$ cat config.mk
export PLATFORM = sky130hd
export DESIGN_NAME = seven_segment_frame_formatter
export DESIGN_NICKNAME = d
export VERILOG_FILES = /design/src/sv/ssff_pkg.sv /design/src/sv/seven_segment_frame_formatter.sv
export SDC_FILE = /design/constraint.sdc
export NUM_CORES = 1
export LEC_CHECK = 0
export BUFFER_PORTS_ARGS = -buffer_cell sky130_fd_sc_hd__clkbuf_2
export CORE_ASPECT_RATIO = 1.75
export CORE_UTILIZATION = 35
export CTS_BUF_LIST = sky130_fd_sc_hd__clkbuf_16
export DETAILED_ROUTE_END_ITERATION = 12
export HOLD_SLACK_MARGIN = 0.05
export PLACE_DENSITY_LB_ADDON = 0.2
export SLEW_MARGIN = 15
export SYNTH_ARGS = -nofsm -noshare
export SYNTH_HDL_FRONTEND = slang
export SYNTH_SLANG_ARGS = --single-unit
export TNS_END_PERCENT = 20
$ cat constraint.sdc
create_clock -name i_clk -period 16.3 [get_ports i_clk]
set_input_delay 2.445 -clock i_clk [delete_from_list [all_inputs] [get_ports i_clk]]
set_output_delay 2.445 -clock i_clk [all_outputs]
set_load 0.01 [all_outputs]
$ cat src/sv/ssff_pkg.sv
// Package for the seven-segment frame formatter: word types, frame constants,
// reciprocal constants for the decimal split, and the segment code table.
// No dependencies.
package ssff_pkg;

    // Number of decimal values carried in one request (1 or 2).
    localparam int VALUE_COUNT = 2;

    // Frame layout: address word, eight words per value, command word.
    localparam int VALUE_WORDS = 8;
    localparam int FRAME_MAX   = 2 + VALUE_WORDS * VALUE_COUNT;
    localparam int LEN_W       = $clog2(FRAME_MAX + 1);
    localparam int EMIT_W      = $clog2(VALUE_COUNT + 1);

    // Fixed bytes of the frame.
    localparam logic [7:0] ADDR_BYTE = 8'hC0;
    localparam logic [7:0] MINUS_SEG = 8'h40;
    localparam logic [7:0] DOT_SEG   = 8'h80;
    localparam logic [7:0] CMD_BASE  = 8'h80;
    localparam logic [15:0] NEG_LIMIT = 16'd2000;

    // Word kinds.
    localparam logic [1:0] KIND_ADDR = 2'd0;
    localparam logic [1:0] KIND_DATA = 2'd1;
    localparam logic [1:0] KIND_CMD  = 2'd2;

    // Exact division of a 16-bit value by 10, 100 and 1000 as
    // floor(x * MUL / 2^SHIFT); each MUL is rounded up and its error stays
    // small enough over the whole 16-bit range.
    localparam int PROD_W       = 40;
    localparam int DIV10_MUL    = 52429;
    localparam int DIV10_SHIFT  = 19;
    localparam int DIV100_MUL   = 167773;
    localparam int DIV100_SHIFT = 24;
    localparam int DIV1K_MUL    = 67109;
    localparam int DIV1K_SHIFT  = 26;
    localparam int Q1_W = 13;  // up to 6553
    localparam int Q2_W = 10;  // up to 655
    localparam int Q3_W = 7;   // up to 65

    // One request.
    typedef struct packed {
        logic [15:0] first_magnitude;
        logic        first_negative;
        logic [2:0]  first_point;
        logic [15:0] second_magnitude;
        logic        second_negative;
        logic [2:0]  second_point;
        logic [7:0]  brightness_level;
        logic        display_on;
    } t_in_word;

    // One frame word.
    typedef struct packed {
        logic [7:0] frame_byte;
        logic [1:0] byte_kind;
        logic       frame_end;
    } t_out_word;

    // Mirrored segment code of a decimal digit.
    function automatic logic [7:0] seg_code(input logic [3:0] digit);
        logic [7:0] code;
        unique case (digit)
            4'd0:    code = 8'h3F;
            4'd1:    code = 8'h30;
            4'd2:    code = 8'h6D;
            4'd3:    code = 8'h79;
            4'd4:    code = 8'h72;
            4'd5:    code = 8'h5B;
            4'd6:    code = 8'h5F;
            4'd7:    code = 8'h31;
            4'd8:    code = 8'h7F;
            4'd9:    code = 8'h7B;
            default: code = 8'h00;
        endcase
        return code;
    endfunction

endpackage

$ cat src/sv/seven_segment_frame_formatter.sv
// Seven-segment frame formatter: turns one request into a display frame word stream.
// A request passes the input register, then the quotient, frame and output registers,
// before its address word is presented at the output.
// Throughput: one request per 2 + 8*n output words, n the values shown (18 at most);
// the frame shift register and its single output port set that figure.
// Reset (i_rst_n low, synchronous) empties every stage; no other state is kept.
module seven_segment_frame_formatter (
    input  logic               i_clk,
    input  logic               i_rst_n,
    input  logic               i_in_valid,
    output logic               o_in_ready,
    input  ssff_pkg::t_in_word  i_in_word,
    output logic               o_out_valid,
    input  logic               i_out_ready,
    output ssff_pkg::t_out_word o_out_word
);
    import ssff_pkg::*;

    // Pick the fields of one value out of a request.
    function automatic logic [15:0] get_mag(input t_in_word w, input int v);
        return (v == 0) ? w.first_magnitude : w.second_magnitude;
    endfunction

    function automatic logic get_neg(input t_in_word w, input int v);
        return (v == 0) ? w.first_negative : w.second_negative;
    endfunction

    function automatic logic [2:0] get_pt(input t_in_word w, input int v);
        return (v == 0) ? w.first_point : w.second_point;
    endfunction

    // Stage registers.
    logic            r_s1_valid;
    t_in_word        r_s1;
    logic            r_s2_valid;
    t_in_word        r_s2;
    logic [Q1_W-1:0] r_q1 [VALUE_COUNT];
    logic [Q2_W-1:0] r_q2 [VALUE_COUNT];
    logic [Q3_W-1:0] r_q3 [VALUE_COUNT];
    logic [7:0]      r_frm [FRAME_MAX];
    logic [LEN_W-1:0] r_frm_left;
    logic            r_frm_first;
    logic            r_out_valid;
    t_out_word       r_out;

    logic [Q1_W-1:0] n_q1 [VALUE_COUNT];
    logic [Q2_W-1:0] n_q2 [VALUE_COUNT];
    logic [Q3_W-1:0] n_q3 [VALUE_COUNT];
    logic [7:0]      n_frm [FRAME_MAX];
    logic [LEN_W-1:0] n_len;
    t_out_word       n_out;

    logic pop;
    logic s3_ready;
    logic s2_ready;
    logic s1_ready;

    // Handshake between the stages: each stage takes a new word when it is
    // empty or when its own word moves on in the same cycle.
    assign pop      = (r_frm_left != '0) && (!r_out_valid || i_out_ready);
    assign s3_ready = (r_frm_left == '0) || ((r_frm_left == LEN_W'(1)) && pop);
    assign s2_ready = !r_s2_valid || s3_ready;
    assign s1_ready = !r_s1_valid || s2_ready;

    assign o_in_ready  = s1_ready;
    assign o_out_valid = r_out_valid;
    assign o_out_word  = r_out;

    // Quotients by 10, 100 and 1000 through reciprocal multiplication.
    always_comb begin
        logic [PROD_W-1:0] p10;
        logic [PROD_W-1:0] p100;
        logic [PROD_W-1:0] p1k;
        for (int v = 0; v < VALUE_COUNT; v++) begin
            p10     = PROD_W'(get_mag(r_s1, v)) * PROD_W'(DIV10_MUL);
            p100    = PROD_W'(get_mag(r_s1, v)) * PROD_W'(DIV100_MUL);
            p1k     = PROD_W'(get_mag(r_s1, v)) * PROD_W'(DIV1K_MUL);
            n_q1[v] = p10[DIV10_SHIFT +: Q1_W];
            n_q2[v] = p100[DIV100_SHIFT +: Q2_W];
            n_q3[v] = p1k[DIV1K_SHIFT +: Q3_W];
        end
    end

    // Frame assembly: digits from the quotients, segment codes, dots,
    // minus sign, early end on a large negative value, command word.
    always_comb begin
        logic [15:0]      mag;
        logic             neg;
        logic [2:0]       pt;
        logic [3:0]       dig0;
        logic [3:0]       dig1;
        logic [3:0]       dig2;
        logic [3:0]       top;
        logic [7:0]       d;
        logic             alive;
        logic [EMIT_W-1:0] emit;
        logic [2:0]       bright;
        logic [7:0]       cmd;
        for (int i = 0; i < FRAME_MAX; i++) begin
            n_frm[i] = 8'h00;
        end
        n_frm[0] = ADDR_BYTE;
        alive = 1'b1;
        emit  = '0;
        for (int v = 0; v < VALUE_COUNT; v++) begin
            mag  = get_mag(r_s2, v);
            neg  = get_neg(r_s2, v);
            pt   = get_pt(r_s2, v);
            dig0 = 4'(mag - (16'(r_q1[v]) * 16'd10));
            dig1 = 4'(r_q1[v] - (Q1_W'(r_q2[v]) * Q1_W'(10)));
            dig2 = 4'(r_q2[v] - (Q2_W'(r_q3[v]) * Q2_W'(10)));
            top  = (r_q3[v] > Q3_W'(9)) ? 4'd9 : 4'(r_q3[v]);

            // Units and tens.
            d = seg_code(dig0) | ((pt == 3'd1) ? DOT_SEG : 8'h00);
            n_frm[1 + VALUE_WORDS * v] = d;
            d = seg_code(dig1) | ((pt == 3'd2) ? DOT_SEG : 8'h00);
            n_frm[3 + VALUE_WORDS * v] = d;

            // Hundreds are blank when no dot position is given.
            if (pt != 3'd0) begin
                d = seg_code(dig2) | ((pt == 3'd3) ? DOT_SEG : 8'h00);
            end else begin
                d = 8'h00;
            end
            n_frm[5 + VALUE_WORDS * v] = d;

            // Top digit carries the minus sign by addition.
            if (r_q3[v] != '0) begin
                d = seg_code(top) | ((pt == 3'd4) ? DOT_SEG : 8'h00);
                if (neg) begin
                    d = d + MINUS_SEG;
                end
            end else if (neg) begin
                d = MINUS_SEG;
            end else begin
                d = 8'h00;
            end
            n_frm[7 + VALUE_WORDS * v] = d;

            // A large negative value stops this and all later values.
            alive = alive && !(neg && (mag >= NEG_LIMIT));
            if (alive) begin
                emit = EMIT_W'(v + 1);
            end
        end

        // Command word with the brightness held to 1..7.
        if (r_s2.brightness_level > 8'd7) begin
            bright = 3'd7;
        end else if (r_s2.brightness_level == 8'd0) begin
            bright = 3'd1;
        end else begin
            bright = r_s2.brightness_level[2:0];
        end
        cmd = CMD_BASE | {4'b0000, r_s2.display_on, 3'b000} | {5'b00000, bright};
        for (int k = 0; k <= VALUE_COUNT; k++) begin
            if (emit == EMIT_W'(k)) begin
                n_frm[1 + VALUE_WORDS * k] = cmd;
            end
        end
        n_len = LEN_W'(2 + VALUE_WORDS * int'(emit));
    end

    // Word kind follows from the place in the frame.
    always_comb begin
        n_out.frame_byte = r_frm[0];
        n_out.frame_end  = (r_frm_left == LEN_W'(1));
        if (r_frm_first) begin
            n_out.byte_kind = KIND_ADDR;
        end else if (r_frm_left == LEN_W'(1)) begin
            n_out.byte_kind = KIND_CMD;
        end else begin
            n_out.byte_kind = KIND_DATA;
        end
    end

    // Control registers.
    always_ff @(posedge i_clk) begin
        if (!i_rst_n) begin
            r_s1_valid  <= 1'b0;
            r_s2_valid  <= 1'b0;
            r_frm_left  <= '0;
            r_out_valid <= 1'b0;
        end else begin
            if (s1_ready) begin
                r_s1_valid <= i_in_valid;
            end
            if (s2_ready) begin
                r_s2_valid <= r_s1_valid;
            end
            if (s3_ready && r_s2_valid) begin
                r_frm_left <= n_len;
            end else if (pop) begin
                r_frm_left <= r_frm_left - LEN_W'(1);
            end
            if (pop) begin
                r_out_valid <= 1'b1;
            end else if (i_out_ready) begin
                r_out_valid <= 1'b0;
            end
        end
    end

    // Payload registers.
    always_ff @(posedge i_clk) begin
        if (s1_ready && i_in_valid) begin
            r_s1 <= i_in_word;
        end
        if (s2_ready && r_s1_valid) begin
            r_s2 <= r_s1;
            r_q1 <= n_q1;
            r_q2 <= n_q2;
            r_q3 <= n_q3;
        end
        if (s3_ready && r_s2_valid) begin
            r_frm       <= n_frm;
            r_frm_first <= 1'b1;
        end else if (pop) begin
            for (int i = 0; i < FRAME_MAX - 1; i++) begin
                r_frm[i] <= r_frm[i + 1];
            end
            r_frm[FRAME_MAX - 1] <= 8'h00;
            r_frm_first          <= 1'b0;
        end
        if (pop) begin
            r_out <= n_out;
        end
    end

endmodule

# Yosys cells after proc, flatten, opt, wreduce, memory -nomap -nowiden
# Memories as Yosys holds them, arrays and structs flattened.
# Cells that the tools add are included.
classes:
  bitwise_logic: 9
  multipliers: 12
  order_cmp: 5
  add_sub_neg: 10
  mux: 36
  eq_ne: 11
  reduce_logical: 27
op_table:
  columns: ["operator", "count"]
  rows:
  - ["$mux W136", 2]
  - ["$mux W8", 21]
  - ["$mul A16 B18 Y34 const B", 2]
  - ["$mul A16 B17 Y33 const B", 2]
  - ["$mul A16 B16 Y32 const B", 2]
  - ["$or A8 B8 Y8", 8]
  - ["$ge A16 B11 Y1 const B", 2]
  - ["$mul A13 B3 Y3 const B", 2]
  - ["$sub A4 B4 Y4", 6]
  - ["$mul A10 B3 Y3 const B", 2]
  - ["$add A8 B7 Y8 const B", 2]
  - ["$gt A7 B4 Y1 const B", 2]
  - ["$mul A7 B3 Y3 const B", 2]
  - ["$mux W7", 2]
  - ["$reduce_bool A7 Y1", 2]
  - ["$eq A3 B2 Y1 const B", 4]
  - ["$mux W5", 2]
  - ["$gt A8 B3 Y1 const B", 1]
  - ["$logic_and A1 B1 Y1", 8]
  - ["$logic_not A8 Y1", 1]
  - ["$mux W4", 2]
  - ["$or A8 B3 Y8", 1]
  - ["$eq A3 B1 Y1 const B", 2]
  - ["$eq A3 B3 Y1 const B", 2]
  - ["15 further kinds", 28]
word_totals:
  wordCells: 166
  romBits: 896
  memories: 8
  output_inout_bits: 13
  regBits: 322
memory_table:
  columns: ["memory", "depth", "word_bits", "rd", "rd_clocked_by_memory_dff", "write_ports", "line_no", "rtl"]
  rows:
  - ["(name not given)", 16, 7, 1, 0, 0, "ssff_pkg.sv:63", "unique case (digit)"]
  - ["(name not given)", 16, 7, 1, 0, 0, "ssff_pkg.sv:63", null]
  - ["(name not given)", 16, 7, 1, 0, 0, "ssff_pkg.sv:63", null]
  - ["(name not given)", 16, 7, 1, 0, 0, "ssff_pkg.sv:63", null]
  - ["(name not given)", 16, 7, 1, 0, 0, "ssff_pkg.sv:63", null]
  - ["(name not given)", 16, 7, 1, 0, 0, "ssff_pkg.sv:63", null]
  - ["+2 memories", null, null, null, null, null, null, null]

# Depth between registers and ports, before layout
# An unclocked memory read counts as a cell.
logic_depth:
  ltp_word: 9
  depth_mapped: 20
  mapped_depth_nobuf: 20

# Least setup slack after synthesis
# No wires, ideal clock.
synth_timing:
  kind: "input to register"
  start: "input i_out_ready"
  end: "register r_q1[0] in the netlist's numbering, enable pin"
  cell_stages: 3
  arrival_ps: 8451
  t_required_ps: 15664
  path_slack_ps: 7213
  path_cell_list: "nand2b_1 > a21oi_2 > a21boi_0"
synth_between:
  elab_chain_cells: 6
synth_rtl:
  columns: ["item", "line_no", "rtl"]
  rows:
  - ["from (decl)", "seven_segment_frame_formatter.sv:14", "input logic i_out_ready,"]
  - ["$logic_or A1 B1 Y1", "seven_segment_frame_formatter.sv:60", "assign pop = (r_frm_left != '0) && (!r_out_valid || i_out_ready);"]
  - ["$logic_and A1 B1 Y1", "seven_segment_frame_formatter.sv:60", null]
  - ["$logic_and A1 B1 Y1", "seven_segment_frame_formatter.sv:61", "assign s3_ready = (r_frm_left == '0) || ((r_frm_left == LEN_W'(1)) && pop);"]
  - ["$logic_or A1 B1 Y1", "seven_segment_frame_formatter.sv:61", null]
  - ["$logic_or A1 B1 Y1", "seven_segment_frame_formatter.sv:62", "assign s2_ready = !r_s2_valid || s3_ready;"]
  - ["$logic_and A1 B1 Y1", "seven_segment_frame_formatter.sv:210", "if (s2_ready && r_s1_valid) begin"]
  - ["to (signal assigned)", "seven_segment_frame_formatter.sv:212", "r_q1 <= n_q1;"]
  - ["to (decl)", "seven_segment_frame_formatter.sv:37", "logic [Q1_W-1:0] r_q1 [VALUE_COUNT];"]
# No other way between the ends.
# A chain may end at the register's enable or synchronous reset.

==> impl_results.md <==
* Post-synthesis mux area share at 0.0695%
* Final ANT Viol Nets at 0
* Worst setup EP type: flip-flop
* Max_cap viols at 0
* Async S/R FF share, synth at 0%
* Worst Tran Pin Value at 1.09 ns
* DP Wirelength at 71600 µm
* Mapped Cells at 3061
* Status: finished, final reports clean
* Clk sink count at 286
* Final Skew at 0.0246 ns
* Syn Area/Cell at 10.6 µm²
* Final Util at 38.7%
* CP cell instances: fa_1, inv_1, fa_1, inv_1, fa_1, inv_1, fa_1, inv_1, fa_1, inv_1, fa_1, inv_1, ha_1, nand4_1, o2111ai_1, a211oi_1, o311ai_1, a21oi_1, a21oi_1, xnor2_1
* Initial Util at 35.3%
* R2r worst-path depth at 20
* Avg Vias per Cell at 4.83
* Hold Path Cell Cnt at 0
* Slew Viols, Final at 0
* Vias at 21100
* Cell area after synthesis at 0.0324 mm²
* R2r startpoint: r_s1[15]
* Die Area at 0.0939 mm²
* CP arrival at 6.92 ns
* Top cells by area, synth: fa_1 (26%), ha_1 (25%), edfxtp_1 (19%), inv_1 (8.7%), dfxtp_1 (4.8%)
* Adder-cell share of the synthesized area at 50.3%
* Worst hold path type: flip-flop to flip-flop
* Post_cts resized at 0
* Clk root buf: clkbuf_16
* Simple-gate share of the synthesized area at 6.12%
* CP max stage delay at 0.72 ns
* Final GP Congestion at 0.888
* Placed Instance Area at 0.0343 mm²
* Yosys reg bits at 286
* Minimum clock period at 6.62 ns
* WL/cell at 19.8 µm
* Sequential fraction of the synthesis area at 24.1%
* Hold buffers post-CTS at 0
* F_max at 151 MHz
* Worst path required time at 16.60 ns
* Hold EP: r_s2[2]
* Share of cells above drive strength 1 at 5.74%
* DRT Wirelength at 86200 µm
* CP Launch Type: flip-flop
* Hold Startpoint: r_s1[2]
* Fin nets at 4253
* Number of buffers created by CTS at 36
* CP Class: flip-flop to flip-flop
* P&R area growth vs syn at 9.67%
* Dpl cells at 4299
* Top Ports at 66
* Die Y at 405 µm
* Port Buffer Count at 65
* Number of synthesis warnings at 0
* Non-Filler Instances at 4364
* CP Max Fanout at 13
* Final period utilization at 40.6%
* Clock slew at reported path FFs at 0.07 ns
* First-pass GRT wire length at 134000 µm
* Leak at 17.7 nW
* Initial antenna violation count at 2
* RSZ-0062 raised after global routing: no
* Cell Pwr Density at 216 mW/mm²
* Die W at 232 µm
* Worst-Skew Late Latency at 0.56 ns
* Global route total overflow at 0
* Commonest non-fill, non-tap cell in the layout: inv_1
* TritonCTS clock tree: yes
* Xor and xnor area share after synthesis at 2.30%
* Crit Reg-Reg Endpoint: r_q2[3]
* Synth top area share at 25.6%
* Final hold vios at 0
* Number of setup buffers added after CTS at 0
* Worst Setup SP: r_s1[15]
* CTS H-tree depth at 2
* Hold Worst Slack at 0.415 ns
* GRT Util Overall at 19.1%
* Slowest CP cell: fa_1
* Max Buffers Root-to-Sink at 3
* Yosys top cell by area: fa_1
* Post-synth EDFFs at 208
* Worst vdd ir at 0.171 mV
* Largest net degree at the start of global routing at 74
* Row cnt at 147
* Library cells used by synthesis at 84
* Number of global-route vias before repair at 23200
* TritonRoute pass-1 iters at 5
* Worst rel slew slack at 26.1%
* Initial DRC Count at 743
* Sum Neg Setup Slack at 0 ns
* Largest family of logic cells by synthesized area: adder cells
* Compound-cell area share of the yosys netlist at 7.75%
* Reg2reg setup slack at 9.68 ns
* DR DRC count at 0
* Final setup violation count at 0
* Top FF cell, synth: edfxtp_1
* Diodes inserted at 0
* Synth Net Count at 4169
* Design area at 0.0355 mm²
* Core outline area at 0.0918 mm²
* Most frequent cells in the layout: inv_1 (757), ha_1 (641), fa_1 (414), nand2_1 (234), edfxtp_1 (208)
## power breakdown
group | switching (mW) | internal, mW
Clock | 0.338 | 0.521
Combinational | 3.19 | 2.32
Sequential | 0.139 | 1.18
Total | 3.67 | 4.02
## kinds of logic (layout without fill, tap and decap cells)
family | Yosys count | in the layout
buf+inv | 801 | 912
fa+ha+maj | 1055 | 1055
flops | 286 | 286
compound gates | 396 | 396
mux | 2 | 2
xor+xnor | 85 | 85
simple gates | 436 | 436
## through the flow
step	setup WS, ns	total power [mW]
6_report	9.68	7.69
5_1_grt	9.30	8.70
4_1_cts	9.53	7.89
3_5_place_dp	9.59	6.97
3_3_place_gp	9.63	6.92
2_1_floorplan	7.21	5.44
## per-layer routing
metal,vias to the layer above,global-route usage [%],share of wire (%)
li1,10100,-,-
met5,-,0,0
met2,292,38.4,58
met4,0,8.24,4.8
met1,10600,19.5,35
met3,146,1.83,2.2
## layout make-up
cell class                 count  area, µm²
timing repair buffer          92        528
fill                        9111      56200
sequential                   286       7810
clock buffer                  38        951
tap                         1192       1490
inverter                     755       2840
multi-input combinational   1974      21600
clock inverter                27        307
## cells in the mapped netlist (all sizes together), types with 4 or more instances
library cell	number
a211oi	11
a21boi	10
a21o	36
a21oi	158
a221o	6
a22o	4
a31oi	10
and2	5
and3	7
buf	24
clkbuf	22
dfxtp	78
edfxtp	208
fa	414
ha	641
inv	754
nand2	235
nand2b	16
nand3	38
nand4	15
nor2	73
nor2b	9
nor3	9
nor4	4
o211ai	12
o21a	7
o21ai	86
o21bai	6
o311ai	6
o41ai	5
or2	7
or4	4
xnor2	60
xor2	25
## worst max-delay path by stage
stage	end	slack [ns]
after floorplan	r_q1[0]	7.21
after global placement	r_q2[12]	9.63
after detailed placement	r_q2[3]	9.59
after CTS	r_q2[3]	9.53
after global routing	r_q2[2]	9.30
final	r_q2[3]	9.68
## flip-flops by register name, summed over array words and instances (netlist names)
| register | flops |
|---|---|
| r_frm | 130 |
| r_s1 | 49 |
| r_s2 | 49 |
| r_q3 | 14 |
| o_out_word | 11 |
| n_out | 8 |
| r_q1 | 8 |
| r_q2 | 8 |
| r_frm_left | 5 |
| o_out_valid | 1 |
| r_frm_first | 1 |
| r_s1_valid | 1 |
| r_s2_valid | 1 |
## worst max-delay path: cells and delay by family (launching register included)
| kind | cells | cell delay [ns] |
|---|---|---|
| AO/OA/AOI/OAI | 5 | 1.54 |
| buffers and inverters | 6 | 0.34 |
| flip-flops | 1 | 0.70 |
| AND/OR/NAND/NOR | 1 | 0.11 |
| adder cells (fa/ha/maj) | 7 | 3.55 |
| XOR/XNOR | 1 | 0.09 |
Note: power is estimated with default switching activity, not from simulation.
